<file path="src/hw/rtl/text_to_integer_any_base_core_macros.svh">
// Assertion macros used by the converter top level.
`ifndef TEXT_TO_INTEGER_ANY_BASE_CORE_MACROS_SVH
`define TEXT_TO_INTEGER_ANY_BASE_CORE_MACROS_SVH

// Same-cycle implication, disabled while reset is low.
`define T2I_ASSERT_NOW(label, clk, rst_n, ante, cons, msg) \
    label: assert property (@(posedge clk) disable iff (!(rst_n)) (ante) |-> (cons)) \
        else $error(msg);

// Next-cycle implication, disabled while reset is low.
`define T2I_ASSERT_NEXT(label, clk, rst_n, ante, cons, msg) \
    label: assert property (@(posedge clk) disable iff (!(rst_n)) (ante) |=> (cons)) \
        else $error(msg);

`endif

</file>
<file path="src/hw/rtl/t2i_pkg.sv">
// Shared constants and types of the text-to-integer converter.
package t2i_pkg;

    localparam int MAX_DIGITS    = 16;
    localparam int VALUE_WIDTH   = 32;
    localparam int IDX_W         = $clog2(MAX_DIGITS);
    localparam int RADIX_W       = $clog2(MAX_DIGITS + 1);
    localparam int OUT_TDATA_W   = ((VALUE_WIDTH + 7) / 8) * 8;
    localparam int DIGIT_COUNT_W = 5;
    localparam int SYMBOLS_W     = 64;
    localparam int CFG_ADDR_W    = 2;

    localparam logic [CFG_ADDR_W-1:0] CFG_DIGIT_COUNT  = 2'd0;
    localparam logic [CFG_ADDR_W-1:0] CFG_SYMBOLS_LOW  = 2'd1;
    localparam logic [CFG_ADDR_W-1:0] CFG_SYMBOLS_HIGH = 2'd2;

    localparam logic [DIGIT_COUNT_W-1:0] RST_DIGIT_COUNT  = 5'd10;
    localparam logic [SYMBOLS_W-1:0]     RST_SYMBOLS_LOW  = 64'h3736_3534_3332_3130;
    localparam logic [SYMBOLS_W-1:0]     RST_SYMBOLS_HIGH = 64'h0000_0000_0000_3938;

    localparam logic [7:0] CH_NUL   = 8'd0;
    localparam logic [7:0] CH_TAB   = 8'd9;
    localparam logic [7:0] CH_CR    = 8'd13;
    localparam logic [7:0] CH_SPACE = 8'd32;
    localparam logic [7:0] CH_TILDE = 8'd126;
    localparam logic [7:0] CH_PLUS  = 8'h2B;
    localparam logic [7:0] CH_MINUS = 8'h2D;

    typedef struct packed {
        logic               base_invalid;
        logic               digit_hit;
        logic [IDX_W-1:0]   digit_idx;
        logic [RADIX_W-1:0] radix;
    } t_alpha_info;

endpackage

</file>
<file path="src/hw/rtl/t2i_alphabet.sv">
// Alphabet registers, validity check and parallel digit matcher.
module t2i_alphabet
    import t2i_pkg::*;
(
    input  logic                     i_clk,
    input  logic                     i_rst_n,
    input  logic                     i_cfg_wr_en,
    input  logic [CFG_ADDR_W-1:0]    i_cfg_addr,
    input  logic [SYMBOLS_W-1:0]     i_cfg_wdata,
    input  logic [7:0]               i_text_byte,
    output t_alpha_info              o_info
);

    logic [DIGIT_COUNT_W-1:0] r_digit_count;
    logic [SYMBOLS_W-1:0]     r_symbols_low;
    logic [SYMBOLS_W-1:0]     r_symbols_high;
    logic                     w_base_invalid;
    logic [RADIX_W-1:0]       w_radix;
    logic [7:0]               w_sym [MAX_DIGITS];
    logic                     w_hit;
    logic [IDX_W-1:0]         w_idx;

    always_ff @(posedge i_clk) begin
        if (!i_rst_n) begin
            r_digit_count  <= RST_DIGIT_COUNT;
            r_symbols_low  <= RST_SYMBOLS_LOW;
            r_symbols_high <= RST_SYMBOLS_HIGH;
        end else begin
            if (i_cfg_wr_en) begin
                case (i_cfg_addr)
                    CFG_DIGIT_COUNT:  r_digit_count  <= i_cfg_wdata[DIGIT_COUNT_W-1:0];
                    CFG_SYMBOLS_LOW:  r_symbols_low  <= i_cfg_wdata;
                    CFG_SYMBOLS_HIGH: r_symbols_high <= i_cfg_wdata;
                    default: ;
                endcase
            end
        end
    end

    // Cap the radix at the alphabet size.
    assign w_radix = (r_digit_count > DIGIT_COUNT_W'(MAX_DIGITS)) ? RADIX_W'(MAX_DIGITS)
                                                                 : RADIX_W'(r_digit_count);

    for (genvar k = 0; k < MAX_DIGITS; k++) begin : g_sym
        if (k < 8) begin : g_low
            assign w_sym[k] = r_symbols_low[8*k +: 8];
        end else begin : g_high
            assign w_sym[k] = r_symbols_high[8*(k-8) +: 8];
        end
    end

    always_comb begin
        w_base_invalid = (w_radix < RADIX_W'(2));
        for (int a = 0; a < MAX_DIGITS; a++) begin
            if (RADIX_W'(a) < w_radix) begin
                if (w_sym[a] < CH_SPACE || w_sym[a] > CH_TILDE
                        || w_sym[a] == CH_PLUS || w_sym[a] == CH_MINUS) begin
                    w_base_invalid = 1'b1;
                end
                for (int b = a + 1; b < MAX_DIGITS; b++) begin
                    if (RADIX_W'(b) < w_radix && w_sym[b] == w_sym[a]) begin
                        w_base_invalid = 1'b1;
                    end
                end
            end
        end
    end

    // Scan from the top so the lowest matching index wins.
    always_comb begin
        w_hit = 1'b0;
        w_idx = '0;
        for (int k = MAX_DIGITS - 1; k >= 0; k--) begin
            if (RADIX_W'(k) < w_radix && w_sym[k] == i_text_byte) begin
                w_hit = 1'b1;
                w_idx = IDX_W'(k);
            end
        end
    end

    assign o_info.base_invalid = w_base_invalid;
    assign o_info.digit_hit    = w_hit;
    assign o_info.digit_idx    = w_idx;
    assign o_info.radix        = w_radix;

endmodule

</file>
<file path="src/hw/rtl/t2i_parse.sv">
// Parse state machine, sign flag and multiply-add accumulator.
module t2i_parse
    import t2i_pkg::*;
(
    input  logic                          i_clk,
    input  logic                          i_rst_n,
    input  logic                          i_fire,
    input  logic [7:0]                    i_text_byte,
    input  t_alpha_info                   i_info,
    output logic signed [VALUE_WIDTH-1:0] o_number_value,
    output logic                          o_base_invalid
);

    typedef enum logic [3:0] {
        PH_SPACE = 4'b0001,
        PH_SIGN  = 4'b0010,
        PH_DIGIT = 4'b0100,
        PH_STOP  = 4'b1000
    } t_phase;

    t_phase                 r_phase;
    t_phase                 n_phase;
    logic                   r_negative;
    logic                   n_negative;
    logic [VALUE_WIDTH-1:0] r_acc;
    logic [VALUE_WIDTH-1:0] n_acc;
    logic [VALUE_WIDTH-1:0] w_mac;
    logic                   w_ws;
    logic                   w_sign;
    logic                   w_digit;

    assign w_ws = (i_text_byte == CH_SPACE) || (i_text_byte >= CH_TAB && i_text_byte <= CH_CR);

    // Fall through the phases the way the byte allows.
    always_comb begin
        case (r_phase)
            PH_SPACE: w_sign = !w_ws;
            PH_SIGN:  w_sign = 1'b1;
            default:  w_sign = 1'b0;
        endcase
        w_digit = (w_sign && i_text_byte != CH_PLUS && i_text_byte != CH_MINUS)
                  || (r_phase == PH_DIGIT);
    end

    assign w_mac = VALUE_WIDTH'(r_acc * VALUE_WIDTH'(i_info.radix))
                   + VALUE_WIDTH'(i_info.digit_idx);

    always_comb begin
        n_phase    = r_phase;
        n_negative = r_negative;
        n_acc      = r_acc;
        if (i_text_byte == CH_NUL) begin
            n_phase    = PH_SPACE;
            n_negative = 1'b0;
            n_acc      = '0;
        end else if (w_digit) begin
            if (i_info.digit_hit) begin
                n_phase = PH_DIGIT;
                n_acc   = w_mac;
            end else begin
                n_phase = PH_STOP;
            end
        end else if (w_sign) begin
            n_phase = PH_SIGN;
            if (i_text_byte == CH_MINUS) begin
                n_negative = !r_negative;
            end
        end
    end

    always_ff @(posedge i_clk) begin
        if (!i_rst_n) begin
            r_phase    <= PH_SPACE;
            r_negative <= 1'b0;
            r_acc      <= '0;
        end else if (i_fire) begin
            r_phase    <= n_phase;
            r_negative <= n_negative;
            r_acc      <= n_acc;
        end
    end

    assign o_base_invalid = i_info.base_invalid;
    assign o_number_value = i_info.base_invalid ? '0
                          : (r_negative ? (VALUE_WIDTH'(0) - r_acc) : r_acc);

endmodule

</file>
<file path="src/hw/rtl/text_to_integer_any_base_core.sv">
// Top level of the streaming text-to-integer converter in a configurable base.
//
// Text arrives one byte per beat on the s_axis channel. Leading whitespace is
// skipped, a run of '+' and '-' sets the sign, and digits of the configured
// alphabet build the value. A zero byte ends the string and produces one beat
// on the m_axis channel: the signed value in tdata and the invalid-alphabet
// flag in tuser. Other bytes produce no output beat.
// The alphabet (radix and up to 16 symbols) is loaded through the write port
// and must be written while no string is in flight.
// Throughput: one byte per cycle, except while a zero byte waits for the
// result register. The parse state and the accumulator update with a single
// multiply-add and the 16-way symbol compare. A zero byte's result passes
// through the input register and then the result register to m_axis.
// Reset (synchronous, active low) restores the decimal alphabet "0123456789"
// and clears the parse state; no sweep is needed.
// When the receiver stalls, non-terminating bytes keep flowing; a zero byte
// that meets an occupied result register waits in the input register with
// s_axis_tready low until the pending result beat is taken.
`include "text_to_integer_any_base_core_macros.svh"

module text_to_integer_any_base_core
    import t2i_pkg::*;
(
    input  logic                   i_clk,
    input  logic                   i_rst_n,
    input  logic                   i_cfg_wr_en,
    input  logic [CFG_ADDR_W-1:0]  i_cfg_addr,
    input  logic [SYMBOLS_W-1:0]   i_cfg_wdata,
    input  logic                   s_axis_tvalid,
    output logic                   s_axis_tready,
    input  logic [7:0]             s_axis_tdata,  // [7:0] text_byte
    output logic                   m_axis_tvalid,
    input  logic                   m_axis_tready,
    output logic [OUT_TDATA_W-1:0] m_axis_tdata,  // [VALUE_WIDTH-1:0] number_value
    output logic                   m_axis_tuser   // [0] base_invalid
);

    logic                          r_in_valid;
    logic [7:0]                    r_in_byte;
    logic                          r_out_valid;
    logic [VALUE_WIDTH-1:0]        r_out_value;
    logic                          r_out_invalid;
    logic                          w_in_zero;
    logic                          w_slot_free;
    logic                          w_fire;
    t_alpha_info                   w_info;
    logic signed [VALUE_WIDTH-1:0] w_value;
    logic                          w_invalid;

    assign w_in_zero     = (r_in_byte == CH_NUL);
    assign w_slot_free   = !r_out_valid || m_axis_tready;
    assign w_fire        = r_in_valid && (!w_in_zero || w_slot_free);
    assign s_axis_tready = !r_in_valid || w_fire;

    always_ff @(posedge i_clk) begin
        if (!i_rst_n) begin
            r_in_valid <= 1'b0;
        end else if (s_axis_tvalid && s_axis_tready) begin
            r_in_valid <= 1'b1;
        end else if (w_fire) begin
            r_in_valid <= 1'b0;
        end
    end

    always_ff @(posedge i_clk) begin
        if (s_axis_tvalid && s_axis_tready) begin
            r_in_byte <= s_axis_tdata;
        end
    end

    t2i_alphabet u_alphabet (
        .i_clk       (i_clk),
        .i_rst_n     (i_rst_n),
        .i_cfg_wr_en (i_cfg_wr_en),
        .i_cfg_addr  (i_cfg_addr),
        .i_cfg_wdata (i_cfg_wdata),
        .i_text_byte (r_in_byte),
        .o_info      (w_info)
    );

    t2i_parse u_parse (
        .i_clk          (i_clk),
        .i_rst_n        (i_rst_n),
        .i_fire         (w_fire),
        .i_text_byte    (r_in_byte),
        .i_info         (w_info),
        .o_number_value (w_value),
        .o_base_invalid (w_invalid)
    );

    always_ff @(posedge i_clk) begin
        if (!i_rst_n) begin
            r_out_valid <= 1'b0;
        end else if (w_fire && w_in_zero) begin
            r_out_valid <= 1'b1;
        end else if (m_axis_tready) begin
            r_out_valid <= 1'b0;
        end
    end

    always_ff @(posedge i_clk) begin
        if (w_fire && w_in_zero) begin
            r_out_value   <= w_value;
            r_out_invalid <= w_invalid;
        end
    end

    assign m_axis_tvalid = r_out_valid;
    assign m_axis_tdata  = OUT_TDATA_W'(r_out_value);
    assign m_axis_tuser  = r_out_invalid;

    `T2I_ASSERT_NOW(a_invalid_forces_zero, i_clk, i_rst_n, r_out_valid && r_out_invalid, r_out_value == '0, "invalid alphabet result carries a nonzero value")
    `T2I_ASSERT_NEXT(a_zero_byte_emits, i_clk, i_rst_n, w_fire && w_in_zero, r_out_valid, "terminating byte produced no result beat")
    `T2I_ASSERT_NEXT(a_blocked_byte_held, i_clk, i_rst_n, r_in_valid && !w_fire, r_in_valid && $stable(r_in_byte), "blocked byte lost from input register")

endmodule

</file>
<file path="config.mk">
export PLATFORM = sky130hd
export DESIGN_NAME = text_to_integer_any_base_core
export DESIGN_NICKNAME = d
export VERILOG_FILES = /design/src/hw/rtl/t2i_pkg.sv /design/src/hw/rtl/t2i_alphabet.sv /design/src/hw/rtl/t2i_parse.sv /design/src/hw/rtl/text_to_integer_any_base_core.sv
export VERILOG_INCLUDE_DIRS = /design/src /design/src/hw/rtl
export SDC_FILE = /design/constraint.sdc
export NUM_CORES = 2
export LEC_CHECK = 0
export BUFFER_PORTS_ARGS = -buffer_cell sky130_fd_sc_hd__buf_2
export CORE_MARGIN = 1
export CORE_UTILIZATION = 45
export DETAILED_ROUTE_END_ITERATION = 12
export SLEW_MARGIN = 15
export SYNTH_ARGS = -nofsm -noshare
export SYNTH_HDL_FRONTEND = slang
export SYNTH_SLANG_ARGS = --single-unit
</file>
<file path="constraint.sdc">
create_clock -name i_clk -period 6.9 [get_ports i_clk]
set_input_delay 0.345 -clock i_clk [delete_from_list [all_inputs] [get_ports i_clk]]
set_output_delay 0.345 -clock i_clk [all_outputs]
set_load 0.02 [all_outputs]
</file>
Word level (Yosys, flattened, before mapping) --
Index checks and enable logic that the tools add are counted.
Storage, ports and cells: register bits 213, output and inout port bits 35, input bits 79
Operators by class: equal/unequal tests 178, reduce and logical (&&, ||, !) cells 215, magnitude comparators 52, mux-type cells 202, add/sub/neg operators 2, $mul 1
Operators with widths (number):
- == test 8 bit | 136
- == test 8 x 6 -> 1 bit (second input constant) | 34
- 2-to-1 mux 1 bit | 176
- logical AND 1 bit | 142
- greater-than comparator 8 x 7 -> 1 bit (second input constant) | 16
- < comparator 8 x 6 -> 1 bit (second input constant) | 16
- 2-to-1 mux 32 bit | 4
- 2-to-1 mux 4 bit | 20
- logical OR 1 bit | 53
- < comparator 4 x 5 -> 1 bit (first input constant) | 8
- adder 32 x 4 -> 32 bit | 1
- multiplier 32 x 5 -> 32 bit | 1
- subtractor 1 x 32 -> 32 bit (first input constant) | 1
- < comparator 3 x 5 -> 1 bit (first input constant) | 4
- inequality test 8 x 6 -> 1 bit (second input constant) | 2
- nonzero test 2 bit | 6
- < comparator 1 x 5 -> 1 bit (first input constant) | 2
- < comparator 2 x 5 -> 1 bit (first input constant) | 2
- greater-or-equal comparator 8 x 4 -> 1 bit (second input constant) | 1
- <= comparator 8 x 4 -> 1 bit (second input constant) | 1
- logical NOT 8 bit | 1
- AND reduction 2 bit | 4
- greater-than comparator 5 bit (second input constant) | 1
- logical NOT 1 bit | 5
- other kinds (13) | 13

Logic depth before layout (Yosys ltp) --
depth in word-level cells 156, gate-level depth with buffers 25, mapped depth without buffers 23

Cells and area by module --
From an unflattened synthesis, not the netlist that was laid out.
Second synthesis, totals: cells, all modules 3586, area total of the unflattened synthesis 28593.7 sq um
By module, submodules not included:
- t2i_alphabet | cells an instance 2581, area each 19611.3 sq um, sequential area each 2662.6 sq um, times used 1
- t2i_parse | cells an instance 949, area each 7608.5 sq um, sequential area each 740.7 sq um, times used 1
- text_to_integer_any_base_core | cells an instance 56, area each 1373.8 sq um, sequential area each 1271.2 sq um, times used 1

Worst setup path before layout --
No wires, ideal clock.
path kind reg2reg, start register u_alphabet.r_digit_count[4], end register u_parse.r_acc[22], setup slack 1458 ps, stages on the path, launching flop included 22, path buffers 5, period minus slack after synthesis 5442 ps, library setup time 70 ps, arrival time 5371 ps, cell sequence dfxtp_1 clkbuf_1 clkbuf_1 clkbuf_1 clkbuf_1 nor2b_1 clkbuf_1 and2_1 fa_1 ha_1 inv_1 fa_1 fa_1 nand2b_1 a21oi_1 o2111ai_1 a21oi_1 o21ai_0 a211oi_1 nor3_1 or4b_1 a21oi_1
Between the ends: word-level cells in the longest chain between the ends 24, elaborated cells between the ends (all ways) 73, those cells by class 1 x add/sub; 1 x mul; 17 x order compare; 36 x mux; 18 x reduce/logical
Ends and longest elaborated chain:
- from (decl) | RTL line t2i_alphabet.sv:14 | logic [DIGIT_COUNT_W-1:0] r_digit_count;
- from (signal assigned) | RTL line t2i_alphabet.sv:31 | CFG_DIGIT_COUNT: r_digit_count <= i_cfg_wdata[DIGIT_COUNT_W-1:0];
- greater-than comparator 5 bit | RTL line t2i_alphabet.sv:41 | assign w_radix = (r_digit_count > DIGIT_COUNT_W'(MAX_DIGITS)) ? RADIX_W'(MAX_DIGITS)
- 2-to-1 mux 5 bit * | RTL line t2i_alphabet.sv:41
- < comparator 4 x 5 -> 1 bit | RTL line t2i_alphabet.sv:74 | if (RADIX_W'(k) < w_radix && w_sym[k] == i_text_byte) begin
- logical AND 1 bit | RTL line t2i_alphabet.sv:74
- 2-to-1 mux 4 bit (16 in series) | RTL line t2i_alphabet.sv:74
- adder 32 x 4 -> 32 bit | RTL line t2i_parse.sv:46 | + VALUE_WIDTH'(i_info.digit_idx);
- 2-to-1 mux 32 bit | RTL line t2i_parse.sv:57 | if (i_info.digit_hit) begin
- 2-to-1 mux 32 bit | RTL line t2i_parse.sv:56 | end else if (w_digit) begin
- 2-to-1 mux 32 bit | RTL line t2i_parse.sv:52 | if (i_text_byte == CH_NUL) begin
- to (signal assigned) | RTL line t2i_parse.sv:79 | r_acc <= n_acc;
- to (decl) | RTL line t2i_parse.sv:25 | logic [VALUE_WIDTH-1:0] r_acc;
Mark *: on every way between the ends. The rest lies on a longest branch, timed or not. The select of a mux whose other input is x is not followed. A chain may end at the register's enable or synchronous reset.

Worst setup path after layout --
start register u_alphabet.r_digit_count[2], end register u_parse.r_acc[22]
The elaborated chain is that of the path after synthesis.

==> results.cfg <==
[synth]
synthArstFlopShare_pct = 0
synth_cell_type_count = 70
synth_edf_count = 41
syn_area_sq_um = 27400
synth.net_count = 3727
yosysWarnings = 0
syn_inst = 3499
synth_seq_area_share_pct = 17.1
syn-mean-instance-area_sq_um = 7.82
synth_seq_cells = 213
synth_ff_type = dfxtp_1

[route]
avgViaCountPerCell = 6.09
drtIter0Drc = 2795
ant_nets = 0
dr_wl_met2_mm = 48.3
wl_per_cell_um = 26.2
drcViolationCount = 0
first_pass_iters = 6
drt-met1-wl_mm = 43.0
drt-total-wl_mm = 111
top_layer = met5
wl_met3_mm = 11.6
vias = 25800

[floorplan]
die_h_um = 249
dieWidth_um = 249
core-area_sq_um = 60200
io-pin-count = 114
num_rows = 90
start_util_pct = 45.4
dieArea_sq_um = 61800

[worst_setup_path]
critPathLaunchType = flip-flop
reg2regPathDepth = 21
cp.arrival_ns = 6.95
rrSetupSlack_ns = 0.43
crit_type = reg -> reg
worstSetupStartpoint = u_alphabet.r_digit_count[2]
worst_setup_path_end_kind = flip-flop
critical_path.endpoint = u_parse.r_acc[22]
r2r_start = u_alphabet.r_digit_count[2]
required_ns = 7.38
r2r_end = u_parse.r_acc[22]
cp_max_fo = 10

[sta]
tightest_slew_ns = 1.31
max_slew_margin_pct = 11.7
hold_viol_final = 0
rsz0062_at_grt = false
skew_ns = 0.0166
finalWorstPathRequiredPeriod_ns = 6.47
hold_slack_ns = 0.0161
slew_violations = 0
max_freq_mhz = 155
tns_ns = 0
timing.final.crit_share_pct = 93.8
setup_viol = 0

[clock_network]
cts_root_buffer = clkbuf_16
htreeDepth = 1
insertion_delay_ns = 0.56
post_cts_resized = 0
clkSlewWorstSetupHoldPaths_ns = 0.06
cts.sinks = 213
clockBufferDepth = 3
cts_setup_buffers = 0
cts_tree = done
numCtsBuffers = 26

[pwr]
p_comb_share_pct = 28.8
pwr-share-seq_pct = 34.6
power_frac_clock_pct = 36.6
swShare_pct = 34.1
ir_drop_mv = 0.176
powerDensity_nw_per_um2 = 134
p_int_uw = 2590
power_leakage_uw = 0.0109
switchingPower_uw = 1340

[global_routing]
antenna_found_initial = 8
grt_first_pass_wirelength_mm = 164
grt_remaining_overflow = 0
grt_pass1_vias = 25000
grt_max_degree = 68
grt_util_all_layers_pct = 35.0

[final_layout]
nets = 3654
multi_input_area_sq_um = 20500
antenna_cells = 0
drive_gt1_share_pct = 10.2
seq_area_sq_um = 4680
fillerInstances = 5908
syn_to_final_growth_pct = 7.27

[min_path]
hp-class = in -> reg

[job]
max_cap_viol_count = 0

[placed_design]
dp_hpwl_mm = 72.4
place.gp.congestion = 1.01
portBuffers = 113

[outcome]
status = completed
power groups by stage:
stage / combinational, uW / sequential, uW / clock [uW]
floorplan: 823 / 1340 / 0
global placement: 1090 / 1390 / 0
detailed placement: 1100 / 1390 / 0
CTS: 1100 / 1360 / 1460
global route: 1200 / 1360 / 1510
finish: 1130 / 1360 / 1440
critical path, cell delays in order (launching register included):
cell,delay [ns]
dfxtp_1,0.54
buf_4,0.25
or2_1,0.16
a21o_1,0.51
nand3_1,0.36
nand4b_1,0.27
nor2_1,0.06
nor3_1,0.31
fa_1,0.46
ha_1,0.28
inv_1,0.05
fa_1,0.52
fa_1,0.45
nand2b_1,0.19
a21oi_1,0.28
o2111ai_1,0.25
a21oi_1,0.23
o21ai_0,0.19
a211oi_1,0.32
nor3_1,0.07
or4b_1,0.46
a21oi_1,0.15
state kept, by name, indices dropped and copies added, names as in the netlist:
name and cells:
r_in_valid 1, u_parse.r_negative 1, m_axis_tvalid 1, u_parse.r_acc 32
m_axis_tdata 32, u_alphabet.r_digit_count 5, u_alphabet.r_symbols_high 64, u_alphabet.r_symbols_low 64
r_in_byte 8, u_parse.r_phase 4, m_axis_tuser 1
cells in the final DEF, fill, tap and decap left out, drive strengths merged, types with 86 or more instances in the layout:
cell type	count
inv	111
nand2	418
xnor2	795
a21oi	158
nor2	99
nand4	208
nor4	105
fa	86
nor3	88
buf	283
dfxtp	172
xor2	336
layer usage:
metal	global-route usage, %	vias to the layer above
met5	0	-
met4	21.6	14
met1	43.5	12300
met3	8.30	474
li1	-	11400
met2	54.7	1494
worst min-delay path by stage:
stage | slack [ns] | startpoint | end | depth (start not counted)
5_1_grt | 0.006 | s_axis_tdata[7] | r_in_byte[7] | 1
2_1_floorplan | 0.44 | s_axis_tdata[0] | r_in_byte[0] | 0
6_report | 0.02 | s_axis_tvalid | r_in_valid | 3
3_5_place_dp | 0.51 | u_parse.r_phase[3] | u_parse.r_phase[3] | 2
4_1_cts | 0.002 | s_axis_tdata[3] | r_in_byte[3] | 1
3_3_place_gp | 0.49 | u_parse.r_phase[3] | u_parse.r_phase[3] | 2
cell usage after synthesis, drive strengths merged, types with 7 or more instances:
master | n | area share [%]
o41ai | 7 | 0.22
fa | 86 | 6.3
dfxtp | 172 | 13
a22oi | 10 | 0.27
clkbuf | 103 | 1.4
xnor2 | 795 | 25
a21oi | 158 | 3.0
nor2 | 99 | 1.4
and2 | 62 | 1.4
o31ai | 26 | 0.71
ha | 63 | 2.9
edfxtp | 41 | 4.5
o21ai | 43 | 0.79
nand2b | 10 | 0.23
nor2b | 11 | 0.25
a211oi | 7 | 0.19
nand4 | 208 | 4.8
or4 | 11 | 0.30
nand3 | 74 | 1.4
a31oi | 34 | 0.80
xor2 | 336 | 11
nor4 | 105 | 2.4
inv | 109 | 1.5
nor4b | 16 | 0.51
buf | 287 | 5.2
a21o | 24 | 0.66
or3 | 13 | 0.32
nor3 | 88 | 1.6
nand2 | 418 | 5.7
final cells by class:
class                      instances  area share (%)
clock inverter                    11           0.401
timing repair buffer             289            6.48
tap                              782            3.33
clock buffer                      36            2.62
inverter                         109            1.40
multi-input combinational       2787            69.8
sequential                       213            15.9
timing repair:
item	in CTS	in global routing
hold endpoints to repair	3	3
hold buffers	3	3
setup endpoints to repair	0	0
stage by stage:
stage	cell area, sq um	instances	util (%)	setup WS [ns]	power (uW)
after CTS	29300	4224	48.7	0.528	3920
after global placement	28400	4174	47.1	0.612	2480
after floorplan	27400	3499	-	1.46	2160
after detailed placement	28400	4174	47.1	0.552	2480
final	29400	4227	48.7	0.429	3940
after global routing	29400	4227	48.7	0.0416	4070
cells by family (layout without fill, tap and decap cells):
kind of cell	after synthesis	count (layout)	synth area share (%)
flops	213	213	17.1
fa+ha+maj	149	149	9.17
xor+xnor	1131	1131	36.2
buf+inv	499	445	8.11
compound gates	360	360	8.18
simple gates	1141	1141	21.0
mux	6	6	0.219
(Power assumes the default switching activity.)
